$ cat src/rtl/stt_pkg.sv
// Shared types and constants of the script text tokenizer.
package stt_pkg;

   localparam int TEXT_BYTE_BITS = 8;
   localparam int KIND_BITS      = 3;
   localparam int START_BITS     = 32;
   localparam int LENGTH_BITS    = 32;
   localparam int TOKEN_LINE_BITS = 24;
   localparam int FIRST_LINE_BITS = 24;

   localparam int REC_SLOTS   = 3;
   localparam int SLOT_BITS   = 2;
   localparam int QUEUE_DEPTH = 4;

   localparam logic [KIND_BITS-1:0] KIND_OPEN   = 3'd0;
   localparam logic [KIND_BITS-1:0] KIND_CLOSE  = 3'd1;
   localparam logic [KIND_BITS-1:0] KIND_STRING = 3'd2;
   localparam logic [KIND_BITS-1:0] KIND_OP     = 3'd3;
   localparam logic [KIND_BITS-1:0] KIND_IDENT  = 3'd4;
   localparam logic [KIND_BITS-1:0] KIND_END    = 3'd5;

   typedef struct packed {
      logic [TEXT_BYTE_BITS-1:0] text_byte;
      logic                      end_of_text;
   } req_type;

   typedef struct packed {
      logic [KIND_BITS-1:0]       token_kind;
      logic [START_BITS-1:0]      token_start;
      logic [LENGTH_BITS-1:0]     token_length;
      logic [TOKEN_LINE_BITS-1:0] token_line;
      logic                       unterminated;
      logic                       last_of_run;
   } rsp_type;

   typedef struct packed {
      logic [SLOT_BITS-1:0]        count;
      rsp_type [REC_SLOTS-1:0]     recs;
   } bundle_type;

endpackage

$ cat src/rtl/script_text_tokenizer.sv
// Top level of the script text tokenizer: scanner, bundle queue and output stage.
//
// Text enters on the request channel (req_valid, req_ready, req_data), one byte per
// request, with end_of_text on the final byte. Token records leave on the response
// channel (rsp_valid, rsp_ready, rsp_data); the record that closes the work of one
// byte carries last_of_run. The csr channel writes the first line number, which
// also reloads the line counter; it is always ready.
// The scanner takes one byte per cycle while the queue has room. The records of a
// byte are stored as one bundle in a four-entry queue, and the first one appears on the
// response side when that bundle is at the head of the queue. The output stage hands out
// one record per cycle while the receiver is ready; a byte that causes no record is not
// queued and does not hold the output. Sustained input rate is one byte per cycle while
// the records average at most one per byte and the receiver stays ready.
// When the receiver stalls, records wait in the queue and bytes are still taken
// until four bundles are pending; then req_ready drops.
// Reset empties the queue, sets the scanner between tokens at offset zero and
// loads the first line number and the line counter with one.
module script_text_tokenizer
   import stt_pkg::*;
#(
   parameter int OFFSET_BITS = 32,
   parameter int LINE_BITS   = 24
) (
   input  logic                       clock,
   input  logic                       reset,
   input  logic                       req_valid,
   output logic                       req_ready,
   input  req_type                    req_data,
   output logic                       rsp_valid,
   input  logic                       rsp_ready,
   output rsp_type                    rsp_data,
   input  logic                       csr_valid,
   output logic                       csr_ready,
   input  logic [FIRST_LINE_BITS-1:0] csr_data
);

   logic       push_valid;
   logic       push_ready;
   bundle_type push_data;
   logic       head_valid;
   logic       head_pop;
   bundle_type head_data;

   stt_front #(
      .OFFSET_BITS(OFFSET_BITS),
      .LINE_BITS  (LINE_BITS)
   ) u_front (
      .clock     (clock),
      .reset     (reset),
      .req_valid (req_valid),
      .req_ready (req_ready),
      .req_data  (req_data),
      .csr_valid (csr_valid),
      .csr_ready (csr_ready),
      .csr_data  (csr_data),
      .push_valid(push_valid),
      .push_ready(push_ready),
      .push_data (push_data)
   );

   stt_queue u_queue (
      .clock     (clock),
      .reset     (reset),
      .push_valid(push_valid),
      .push_ready(push_ready),
      .push_data (push_data),
      .pop_valid (head_valid),
      .pop       (head_pop),
      .pop_data  (head_data)
   );

   stt_back u_back (
      .clock     (clock),
      .reset     (reset),
      .head_valid(head_valid),
      .head_data (head_data),
      .head_pop  (head_pop),
      .rsp_valid (rsp_valid),
      .rsp_ready (rsp_ready),
      .rsp_data  (rsp_data)
   );

endmodule

$ cat src/rtl/stt_front.sv
// Scanner that classifies each text byte and builds the records it causes.
module stt_front
   import stt_pkg::*;
#(
   parameter int OFFSET_BITS = 32,
   parameter int LINE_BITS   = 24
) (
   input  logic                       clock,
   input  logic                       reset,
   input  logic                       req_valid,
   output logic                       req_ready,
   input  req_type                    req_data,
   input  logic                       csr_valid,
   output logic                       csr_ready,
   input  logic [FIRST_LINE_BITS-1:0] csr_data,
   output logic                       push_valid,
   input  logic                       push_ready,
   output bundle_type                 push_data
);

   localparam int OFF_EXT  = (OFFSET_BITS > START_BITS) ? OFFSET_BITS : START_BITS;
   localparam int LINE_EXT = (LINE_BITS > FIRST_LINE_BITS) ? LINE_BITS : FIRST_LINE_BITS;
   localparam logic [OFFSET_BITS-1:0] OFFSET_MAX = '1;
   localparam logic [LINE_BITS-1:0]   LINE_MAX   = '1;

   localparam logic [2:0] MODE_IDLE    = 3'd0;
   localparam logic [2:0] MODE_COMMENT = 3'd1;
   localparam logic [2:0] MODE_IDENT   = 3'd2;
   localparam logic [2:0] MODE_DQUOTE  = 3'd3;
   localparam logic [2:0] MODE_SQUOTE  = 3'd4;
   localparam logic [2:0] MODE_OP      = 3'd5;

   localparam logic [7:0] CHAR_TAB     = 8'h09;
   localparam logic [7:0] CHAR_LF      = 8'h0A;
   localparam logic [7:0] CHAR_FF      = 8'h0C;
   localparam logic [7:0] CHAR_CR      = 8'h0D;
   localparam logic [7:0] CHAR_SPACE   = 8'h20;
   localparam logic [7:0] CHAR_BANG    = 8'h21;
   localparam logic [7:0] CHAR_DQUOTE  = 8'h22;
   localparam logic [7:0] CHAR_HASH    = 8'h23;
   localparam logic [7:0] CHAR_SQUOTE  = 8'h27;
   localparam logic [7:0] CHAR_COMMA   = 8'h2C;
   localparam logic [7:0] CHAR_SEMI    = 8'h3B;
   localparam logic [7:0] CHAR_LESS    = 8'h3C;
   localparam logic [7:0] CHAR_EQUAL   = 8'h3D;
   localparam logic [7:0] CHAR_GREATER = 8'h3E;
   localparam logic [7:0] CHAR_LBRACE  = 8'h7B;
   localparam logic [7:0] CHAR_RBRACE  = 8'h7D;

   logic [2:0]                 mode_ff, mode_in;
   logic [OFFSET_BITS-1:0]     offset_ff, offset_in;
   logic [OFFSET_BITS-1:0]     pstart_ff, pstart_in;
   logic [7:0]                 pop_ff, pop_in;
   logic [LINE_BITS-1:0]       line_ff, line_in;
   logic [FIRST_LINE_BITS-1:0] first_ff, first_in;
   logic                       req_acc;
   logic                       csr_acc;
   bundle_type                 bundle;

   function automatic logic is_separator(input logic [7:0] c);
      return c inside {CHAR_SPACE, CHAR_CR, CHAR_FF, CHAR_LF, CHAR_TAB, CHAR_COMMA, CHAR_SEMI};
   endfunction

   function automatic logic is_op_char(input logic [7:0] c);
      return c inside {CHAR_BANG, CHAR_EQUAL, CHAR_LESS, CHAR_GREATER};
   endfunction

   function automatic logic is_breaking(input logic [7:0] c);
      return is_separator(c) || is_op_char(c) ||
             (c inside {CHAR_LBRACE, CHAR_RBRACE, CHAR_DQUOTE, CHAR_SQUOTE, CHAR_HASH});
   endfunction

   function automatic logic forms_pair(input logic [7:0] first, input logic [7:0] second);
      if (second == CHAR_EQUAL) begin
         return first inside {CHAR_EQUAL, CHAR_LESS, CHAR_GREATER, CHAR_BANG};
      end
      return (first == CHAR_LESS) && (second == CHAR_GREATER);
   endfunction

   function automatic logic [LINE_BITS-1:0] sat_line(input logic [FIRST_LINE_BITS-1:0] v);
      logic [LINE_EXT-1:0] v_ext;
      logic [LINE_EXT-1:0] m_ext;
      v_ext = LINE_EXT'(v);
      m_ext = LINE_EXT'(LINE_MAX);
      return (v_ext > m_ext) ? LINE_MAX : v_ext[LINE_BITS-1:0];
   endfunction

   function automatic rsp_type make_rec(input logic [KIND_BITS-1:0] kind,
                                        input logic [OFFSET_BITS-1:0] start,
                                        input logic [OFFSET_BITS-1:0] len,
                                        input logic [LINE_BITS-1:0] line,
                                        input logic unterm);
      rsp_type             r;
      logic [OFF_EXT-1:0]  s_ext;
      logic [OFF_EXT-1:0]  l_ext;
      logic [LINE_EXT-1:0] n_ext;
      s_ext = OFF_EXT'(start);
      l_ext = OFF_EXT'(len);
      n_ext = LINE_EXT'(line);
      r.token_kind   = kind;
      r.token_start  = s_ext[START_BITS-1:0];
      r.token_length = l_ext[LENGTH_BITS-1:0];
      r.token_line   = n_ext[TOKEN_LINE_BITS-1:0];
      r.unterminated = unterm;
      r.last_of_run  = 1'b0;
      return r;
   endfunction

   assign req_acc   = req_valid && req_ready;
   assign csr_acc   = csr_valid && csr_ready;
   assign csr_ready = 1'b1;
   assign req_ready = push_ready;

   always_comb begin
      logic [7:0]             c;
      logic                   last;
      logic [OFFSET_BITS-1:0] nxt;
      logic [2:0]             mode_v;
      logic [LINE_BITS-1:0]   line_v;
      logic [OFFSET_BITS-1:0] pstart_v;
      logic [7:0]             pop_v;
      logic [7:0]             quote;
      logic                   do_start;
      logic [SLOT_BITS-1:0]   n;
      rsp_type [REC_SLOTS-1:0] recs;

      c        = req_data.text_byte;
      last     = req_data.end_of_text;
      nxt      = (offset_ff == OFFSET_MAX) ? offset_ff : offset_ff + OFFSET_BITS'(1);
      mode_v   = mode_ff;
      line_v   = line_ff;
      pstart_v = pstart_ff;
      pop_v    = pop_ff;
      quote    = (mode_ff == MODE_DQUOTE) ? CHAR_DQUOTE : CHAR_SQUOTE;
      do_start = 1'b0;
      n        = '0;
      recs     = '0;

      case (mode_ff)
         MODE_COMMENT: begin
            if (c == CHAR_CR || c == CHAR_LF) begin
               mode_v = MODE_IDLE;
               if (c == CHAR_LF && line_v != LINE_MAX) begin
                  line_v = line_v + LINE_BITS'(1);
               end
            end
         end
         MODE_IDENT: begin
            if (is_breaking(c)) begin
               recs[n] = make_rec(KIND_IDENT, pstart_ff, offset_ff - pstart_ff, line_v, 1'b0);
               n = n + SLOT_BITS'(1);
               mode_v = MODE_IDLE;
               do_start = 1'b1;
            end
         end
         MODE_DQUOTE, MODE_SQUOTE: begin
            if (c == quote) begin
               recs[n] = make_rec(KIND_STRING, pstart_ff, offset_ff - pstart_ff, line_v, 1'b0);
               n = n + SLOT_BITS'(1);
               mode_v = MODE_IDLE;
            end else if (c == CHAR_CR || c == CHAR_LF) begin
               recs[n] = make_rec(KIND_STRING, pstart_ff, offset_ff - pstart_ff, line_v, 1'b1);
               n = n + SLOT_BITS'(1);
               mode_v = MODE_IDLE;
            end
         end
         MODE_OP: begin
            if (forms_pair(pop_ff, c)) begin
               recs[n] = make_rec(KIND_OP, pstart_ff, OFFSET_BITS'(2), line_v, 1'b0);
               n = n + SLOT_BITS'(1);
               mode_v = MODE_IDLE;
            end else begin
               recs[n] = make_rec(KIND_OP, pstart_ff, OFFSET_BITS'(1), line_v, 1'b0);
               n = n + SLOT_BITS'(1);
               mode_v = MODE_IDLE;
               do_start = 1'b1;
            end
         end
         default: begin
            mode_v = MODE_IDLE;
            do_start = 1'b1;
         end
      endcase

      if (do_start) begin
         if (is_separator(c)) begin
            if (c == CHAR_LF && line_v != LINE_MAX) begin
               line_v = line_v + LINE_BITS'(1);
            end
         end else if (c == CHAR_HASH) begin
            mode_v = MODE_COMMENT;
         end else if (c == CHAR_LBRACE) begin
            recs[n] = make_rec(KIND_OPEN, offset_ff, OFFSET_BITS'(1), line_v, 1'b0);
            n = n + SLOT_BITS'(1);
         end else if (c == CHAR_RBRACE) begin
            recs[n] = make_rec(KIND_CLOSE, offset_ff, OFFSET_BITS'(1), line_v, 1'b0);
            n = n + SLOT_BITS'(1);
         end else if (c == CHAR_DQUOTE || c == CHAR_SQUOTE) begin
            mode_v = (c == CHAR_DQUOTE) ? MODE_DQUOTE : MODE_SQUOTE;
            pstart_v = nxt;
         end else if (is_op_char(c)) begin
            mode_v = MODE_OP;
            pop_v = c;
            pstart_v = offset_ff;
         end else begin
            mode_v = MODE_IDENT;
            pstart_v = offset_ff;
         end
      end

      if (last) begin
         if (mode_v == MODE_IDENT) begin
            recs[n] = make_rec(KIND_IDENT, pstart_v, nxt - pstart_v, line_v, 1'b0);
            n = n + SLOT_BITS'(1);
         end else if (mode_v == MODE_DQUOTE || mode_v == MODE_SQUOTE) begin
            recs[n] = make_rec(KIND_STRING, pstart_v, nxt - pstart_v, line_v, 1'b1);
            n = n + SLOT_BITS'(1);
         end else if (mode_v == MODE_OP) begin
            recs[n] = make_rec(KIND_OP, pstart_v, OFFSET_BITS'(1), line_v, 1'b0);
            n = n + SLOT_BITS'(1);
         end
         recs[n] = make_rec(KIND_END, nxt, '0, line_v, 1'b0);
         n = n + SLOT_BITS'(1);
         mode_in   = MODE_IDLE;
         offset_in = '0;
         pstart_in = '0;
         pop_in    = '0;
         line_in   = sat_line(first_ff);
      end else begin
         mode_in   = mode_v;
         offset_in = nxt;
         pstart_in = pstart_v;
         pop_in    = pop_v;
         line_in   = line_v;
      end

      if (csr_acc) begin
         line_in = sat_line(csr_data);
      end
      first_in = csr_acc ? csr_data : first_ff;

      bundle.count = n;
      bundle.recs  = recs;
   end

   assign push_valid = req_valid && (bundle.count != '0);
   assign push_data  = bundle;

   always_ff @(posedge clock) begin
      if (reset) begin
         mode_ff   <= MODE_IDLE;
         offset_ff <= '0;
         pstart_ff <= '0;
         pop_ff    <= '0;
         first_ff  <= FIRST_LINE_BITS'(1);
         line_ff   <= LINE_BITS'(1);
      end else begin
         first_ff <= first_in;
         if (req_acc) begin
            mode_ff   <= mode_in;
            offset_ff <= offset_in;
            pstart_ff <= pstart_in;
            pop_ff    <= pop_in;
         end
         if (req_acc || csr_acc) begin
            line_ff <= line_in;
         end
      end
   end

endmodule

$ cat src/rtl/stt_queue.sv
// Short queue of record bundles between the scanner and the output stage.
module stt_queue
   import stt_pkg::*;
(
   input  logic       clock,
   input  logic       reset,
   input  logic       push_valid,
   output logic       push_ready,
   input  bundle_type push_data,
   output logic       pop_valid,
   input  logic       pop,
   output bundle_type pop_data
);

   localparam int PTR_BITS = $clog2(QUEUE_DEPTH);
   localparam int CNT_BITS = $clog2(QUEUE_DEPTH + 1);
   localparam logic [PTR_BITS-1:0] PTR_LAST = PTR_BITS'(QUEUE_DEPTH - 1);

   bundle_type            entry_ff [QUEUE_DEPTH];
   logic [PTR_BITS-1:0]   wr_ptr_ff, wr_ptr_in;
   logic [PTR_BITS-1:0]   rd_ptr_ff, rd_ptr_in;
   logic [CNT_BITS-1:0]   count_ff, count_in;
   logic                  push;

   assign push_ready = (count_ff != CNT_BITS'(QUEUE_DEPTH));
   assign pop_valid  = (count_ff != '0);
   assign pop_data   = entry_ff[rd_ptr_ff];
   assign push       = push_valid && push_ready;

   always_comb begin
      wr_ptr_in = wr_ptr_ff;
      rd_ptr_in = rd_ptr_ff;
      count_in  = count_ff;
      if (push) begin
         wr_ptr_in = (wr_ptr_ff == PTR_LAST) ? '0 : wr_ptr_ff + PTR_BITS'(1);
      end
      if (pop) begin
         rd_ptr_in = (rd_ptr_ff == PTR_LAST) ? '0 : rd_ptr_ff + PTR_BITS'(1);
      end
      if (push && !pop) begin
         count_in = count_ff + CNT_BITS'(1);
      end else if (pop && !push) begin
         count_in = count_ff - CNT_BITS'(1);
      end
   end

   always_ff @(posedge clock) begin
      if (reset) begin
         wr_ptr_ff <= '0;
         rd_ptr_ff <= '0;
         count_ff  <= '0;
      end else begin
         wr_ptr_ff <= wr_ptr_in;
         rd_ptr_ff <= rd_ptr_in;
         count_ff  <= count_in;
      end
   end

   always_ff @(posedge clock) begin
      if (push) begin
         entry_ff[wr_ptr_ff] <= push_data;
      end
   end

   assert property (@(posedge clock) disable iff (reset) pop |-> pop_valid)
      else $error("Bundle removed from an empty queue.");

   assert property (@(posedge clock) disable iff (reset)
                    push && !pop |=> count_ff == $past(count_ff) + CNT_BITS'(1))
      else $error("Queue fill count lost a pushed bundle.");

endmodule

$ cat src/rtl/stt_back.sv
// Output stage that hands out the records of each bundle one per cycle while rsp_ready is high.
module stt_back
   import stt_pkg::*;
(
   input  logic       clock,
   input  logic       reset,
   input  logic       head_valid,
   input  bundle_type head_data,
   output logic       head_pop,
   output logic       rsp_valid,
   input  logic       rsp_ready,
   output rsp_type    rsp_data
);

   logic [SLOT_BITS-1:0] idx_ff, idx_in;
   logic                 head_last;
   rsp_type              rec;

   assign head_last = (idx_ff == head_data.count - SLOT_BITS'(1));

   always_comb begin
      rec             = head_data.recs[idx_ff];
      rec.last_of_run = head_last;
   end

   assign rsp_valid = head_valid;
   assign rsp_data  = rec;
   assign head_pop  = head_valid && rsp_ready && head_last;

   always_comb begin
      idx_in = idx_ff;
      if (head_valid && rsp_ready) begin
         idx_in = head_last ? '0 : idx_ff + SLOT_BITS'(1);
      end
   end

   always_ff @(posedge clock) begin
      if (reset) begin
         idx_ff <= '0;
      end else begin
         idx_ff <= idx_in;
      end
   end

   assert property (@(posedge clock) disable iff (reset) head_valid |-> head_data.count != '0)
      else $error("Empty bundle reached the output stage.");

   assert property (@(posedge clock) disable iff (reset) head_valid |-> idx_ff < head_data.count)
      else $error("Record index ran past the bundle.");

endmodule

$ cat config.mk
export PLATFORM = sky130hd
export DESIGN_NAME = script_text_tokenizer
export DESIGN_NICKNAME = d
export VERILOG_FILES = /design/src/rtl/stt_pkg.sv /design/src/rtl/script_text_tokenizer.sv /design/src/rtl/stt_front.sv /design/src/rtl/stt_queue.sv /design/src/rtl/stt_back.sv
export SDC_FILE = /design/constraint.sdc
export NUM_CORES = 2
export LEC_CHECK = 0
export BUFFER_PORTS_ARGS = -buffer_cell sky130_fd_sc_hd__buf_2
export CORE_MARGIN = 3
export CORE_UTILIZATION = 52
export DETAILED_ROUTE_END_ITERATION = 16
export HOLD_SLACK_MARGIN = 0.1
export PLACE_DENSITY = 0.65
export SETUP_SLACK_MARGIN = 0.2
export SYNTH_ARGS = -nofsm -noshare
export SYNTH_HDL_FRONTEND = slang
export SYNTH_SLANG_ARGS = --single-unit
$ cat constraint.sdc
create_clock -name clock -period 20.8 [get_ports clock]
set_clock_uncertainty 0.1 [all_clocks]
set_input_delay 1.04 -clock clock [delete_from_list [all_inputs] [get_ports clock]]
set_output_delay 1.04 -clock clock [all_outputs]
set_load 0.01 [all_outputs]
==> metrics.txt <==
mapped cell area 58800 um^2; nets 4444; Max clock buf depth 3; status finished, final reports clean; f_max 130 MHz; initial antenna violation count 4; layout cells sized above 1 17.3%; CTS Root Cell clkbuf_16; fill count 8751; Die Area 117000 um^2; Worst EP arrival 7.95 ns; top cell type's share of synthesized area 56.8%; Setup Buffers After CTS 0; CTS Buf Count 132; Sink Count 1246; vias per cell 6.45; Hold Buf Count CTS 0; maximum fanout along the worst path 140; Final Cycle Share 37.0%; initial core utilization 52.8%; Hold Vio Cnt, Final 0; IO Port Bufs 132; max-cap violations 0; slowest CP cell nor4b_1; via count 38209; number of flops mapped to enable cells by yosys 1112; crit end category register; Syn Nets 4411; largest net degree at the start of global routing 150; Syn Inst Count 4292; top post-synthesis cells by area edfxtp_1 (57%), mux4_2 (11%), dfxtp_1 (4.6%); ys async rst share 0%; CP Cell Sequence buf_2, nor4b_1, mux2i_1, a21o_1, a311oi_1, or3_2, buf_4, a21o_1, o311a_1, ha_1, mux2_2, ha_2, a311oi_2, and2_4, buf_4, buf_12; largest area contributor in the netlist edfxtp_1; total gr overflow 0; Worst Tran Pin Value 1.24 ns; Placeable Area 111000 um^2; dominant synthesized flop cell edfxtp_1; top-count cell post-synth edfxtp_1; P per Cell Area 104 nW/um^2; Post-DP HPWL 103000 um; H-tree Lvls 4; area grow syn2layout 11.0%; Post-synth top cells edfxtp_1 (1112), nor2_1 (368), mux4_2 (278); num rows 122; Antenna Violating Nets Remaining 0; # DRC 0; Storage cell area 36100 um^2; drt first pass iters 6; smallest hold slack 0.372 ns; CP Launch Type input pin; Max stage delay on crit path 0.85 ns; area of the multi-input gates 21300 um^2; gr usage total 27.5%; leakage power 0.0210 uW; final setup vio count 0; die width 342 um; clock latency on the worst-skew pair 0.76 ns; gpl congestion 1.00; Max-slew headroom 17.4%; wire per inst 27.1 um; Crit Path Category in -> reg; CTS tree yes; post-layout min period 7.69 ns; first-pass GRT wire length 242000 um; sequential share of the synthesized area 61.4%; Distinct cells, synth 98; WL final 160000 um; setup TNS 0 ns; Worst-path clk slew 0.06 ns; YS warnings 0; height of the die 342 um; VDD IR-drop max 0.0655 mV; I/O pin count 134; Synth Area per Inst 13.7 um^2; Final Max Slew Viols 0; RSZ-0062 raised after global routing no; number of global-route vias before repair 37165; post-cts resize count 0; WP data required 21.06 ns; post-synthesis register bit count 1246; initial DRC count 4374; Hold Path Class reg -> reg
[flip-flops by register name, indices dropped and copies added (netlist names), named ones only]
register           cells
u_front.mode_ff        3
u_queue.count_ff       3
u_front.line_ff       24
u_front.pstart_ff     32
u_queue.entry_ff    1112
u_front.first_ff      24
u_queue.wr_ptr_ff      2
u_back.idx_ff          2
u_front.pop_ff         8
u_front.offset_ff     32
u_queue.rd_ptr_ff      2
[layout make-up]
cell class | instances | area share, %
multi-input combinational | 2652 | 32.6
clock inverter | 76 | 1.42
sequential | 1246 | 55.3
clock buffer | 162 | 5.35
tap | 1488 | 2.85
inverter | 92 | 0.531
timing repair buffer | 201 | 1.91
antenna | 3 | 0.0115
[power breakdown]
part	total, uW	switching, uW	internal, uW
Combinational	1390	873	521
Sequential	3020	80.2	2940
Clock	2380	986	1400
[metal layers]
| layer | up-vias | global-route usage [%] | part of all wire [%] |
|---|---|---|---|
| li1 | 16708 | - | - |
| met1 | 19391 | 40.3 | 43 |
| met2 | 1796 | 41.2 | 45 |
| met3 | 314 | 5.28 | 8.5 |
| met4 | 0 | 9.90 | 3.5 |
| met5 | - | 0 | 0 |
[worst max-delay path, delay by kind of cell]
family	cells	cell delay (ns)
multiplexers	2	0.46
AO/OA/AOI/OAI	5	1.79
adder cells (fa/ha/maj)	2	0.57
buffers and inverters	4	1.94
AND/OR/NAND/NOR	3	1.79
[cell usage in the layout (no fill, tap or decap), types with 14 or more instances in the layout]
cell type and n:
ha_1 76, a31o_2 16, nor4_1 15, and3_1 18
nor3_1 78, a22oi_1 43, clkinv_2 18, mux4_2 278
or3_1 45, a2bb2oi_1 22, a21oi_1 268, a31oi_1 23
o22ai_1 46, bufinv_16 15, nand3_1 85, xnor2_1 93
edfxtp_1 1112, nand2_1 274, inv_1 91, buf_4 66
a21o_1 36, o21a_1 14, mux2i_1 153, clkinv_1 24
nand2b_1 47, o31ai_1 15, nor2b_1 18, a221oi_1 33
clkbuf_16 135, a211oi_1 18, xor2_1 69, nor2_1 367
o21ai_0 209, and2_1 19, clkbuf_1 26, dfxtp_1 130
nand4_1 43, or2_2 15, buf_2 130
[stage by stage]
stage / util [%] / worst slack [ns] / std cells / power [uW] / area, um^2
6_report: 58.6 / 13.11 / 5920 / 6800 / 65300
2_1_floorplan: - / 8.51 / 4292 / 3990 / 58800
4_1_cts: 58.6 / 13.17 / 5917 / 6850 / 65300
5_1_grt: 58.6 / 12.63 / 5918 / 7050 / 65300
3_3_place_gp: 54.6 / 12.54 / 5679 / 4460 / 60800
3_5_place_dp: 54.6 / 12.43 / 5679 / 4480 / 60800
[worst paths after layout]
check                           cells after the start  slack (ns)                                 to                              start
worst min-delay path                                2        0.37  u_front.first_ff[13]$_SDFFE_PP0P_  u_front.first_ff[13]$_SDFFE_PP0P_
worst max-delay path                               16       13.11  u_queue.entry_ff[1][71]$_DFFE_PP_                        req_data[1]
worst min register to register                      2        0.37  u_front.first_ff[13]$_SDFFE_PP0P_  u_front.first_ff[13]$_SDFFE_PP0P_
worst max register to register                     20       13.31  u_queue.entry_ff[3][56]$_DFFE_PP_  u_front.offset_ff[0]$_SDFFE_PP0P_
[cell families (layout without fill, tap and decap cells)]
logic type / after synthesis / after routing / synth area share, %
adder cells (fa/ha/maj): 81 / 81 / 1.76
buffers and inverters: 394 / 531 / 2.59
multiplexers: 442 / 442 / 13.5
XOR/XNOR: 164 / 164 / 2.47
AND/OR/NAND/NOR: 1105 / 1105 / 9.01
AO/OA/AOI/OAI: 859 / 859 / 9.33
other: 1 / 4 / 0.00638
flip-flops: 1246 / 1246 / 61.4
(Power assumes the default switching activity.)
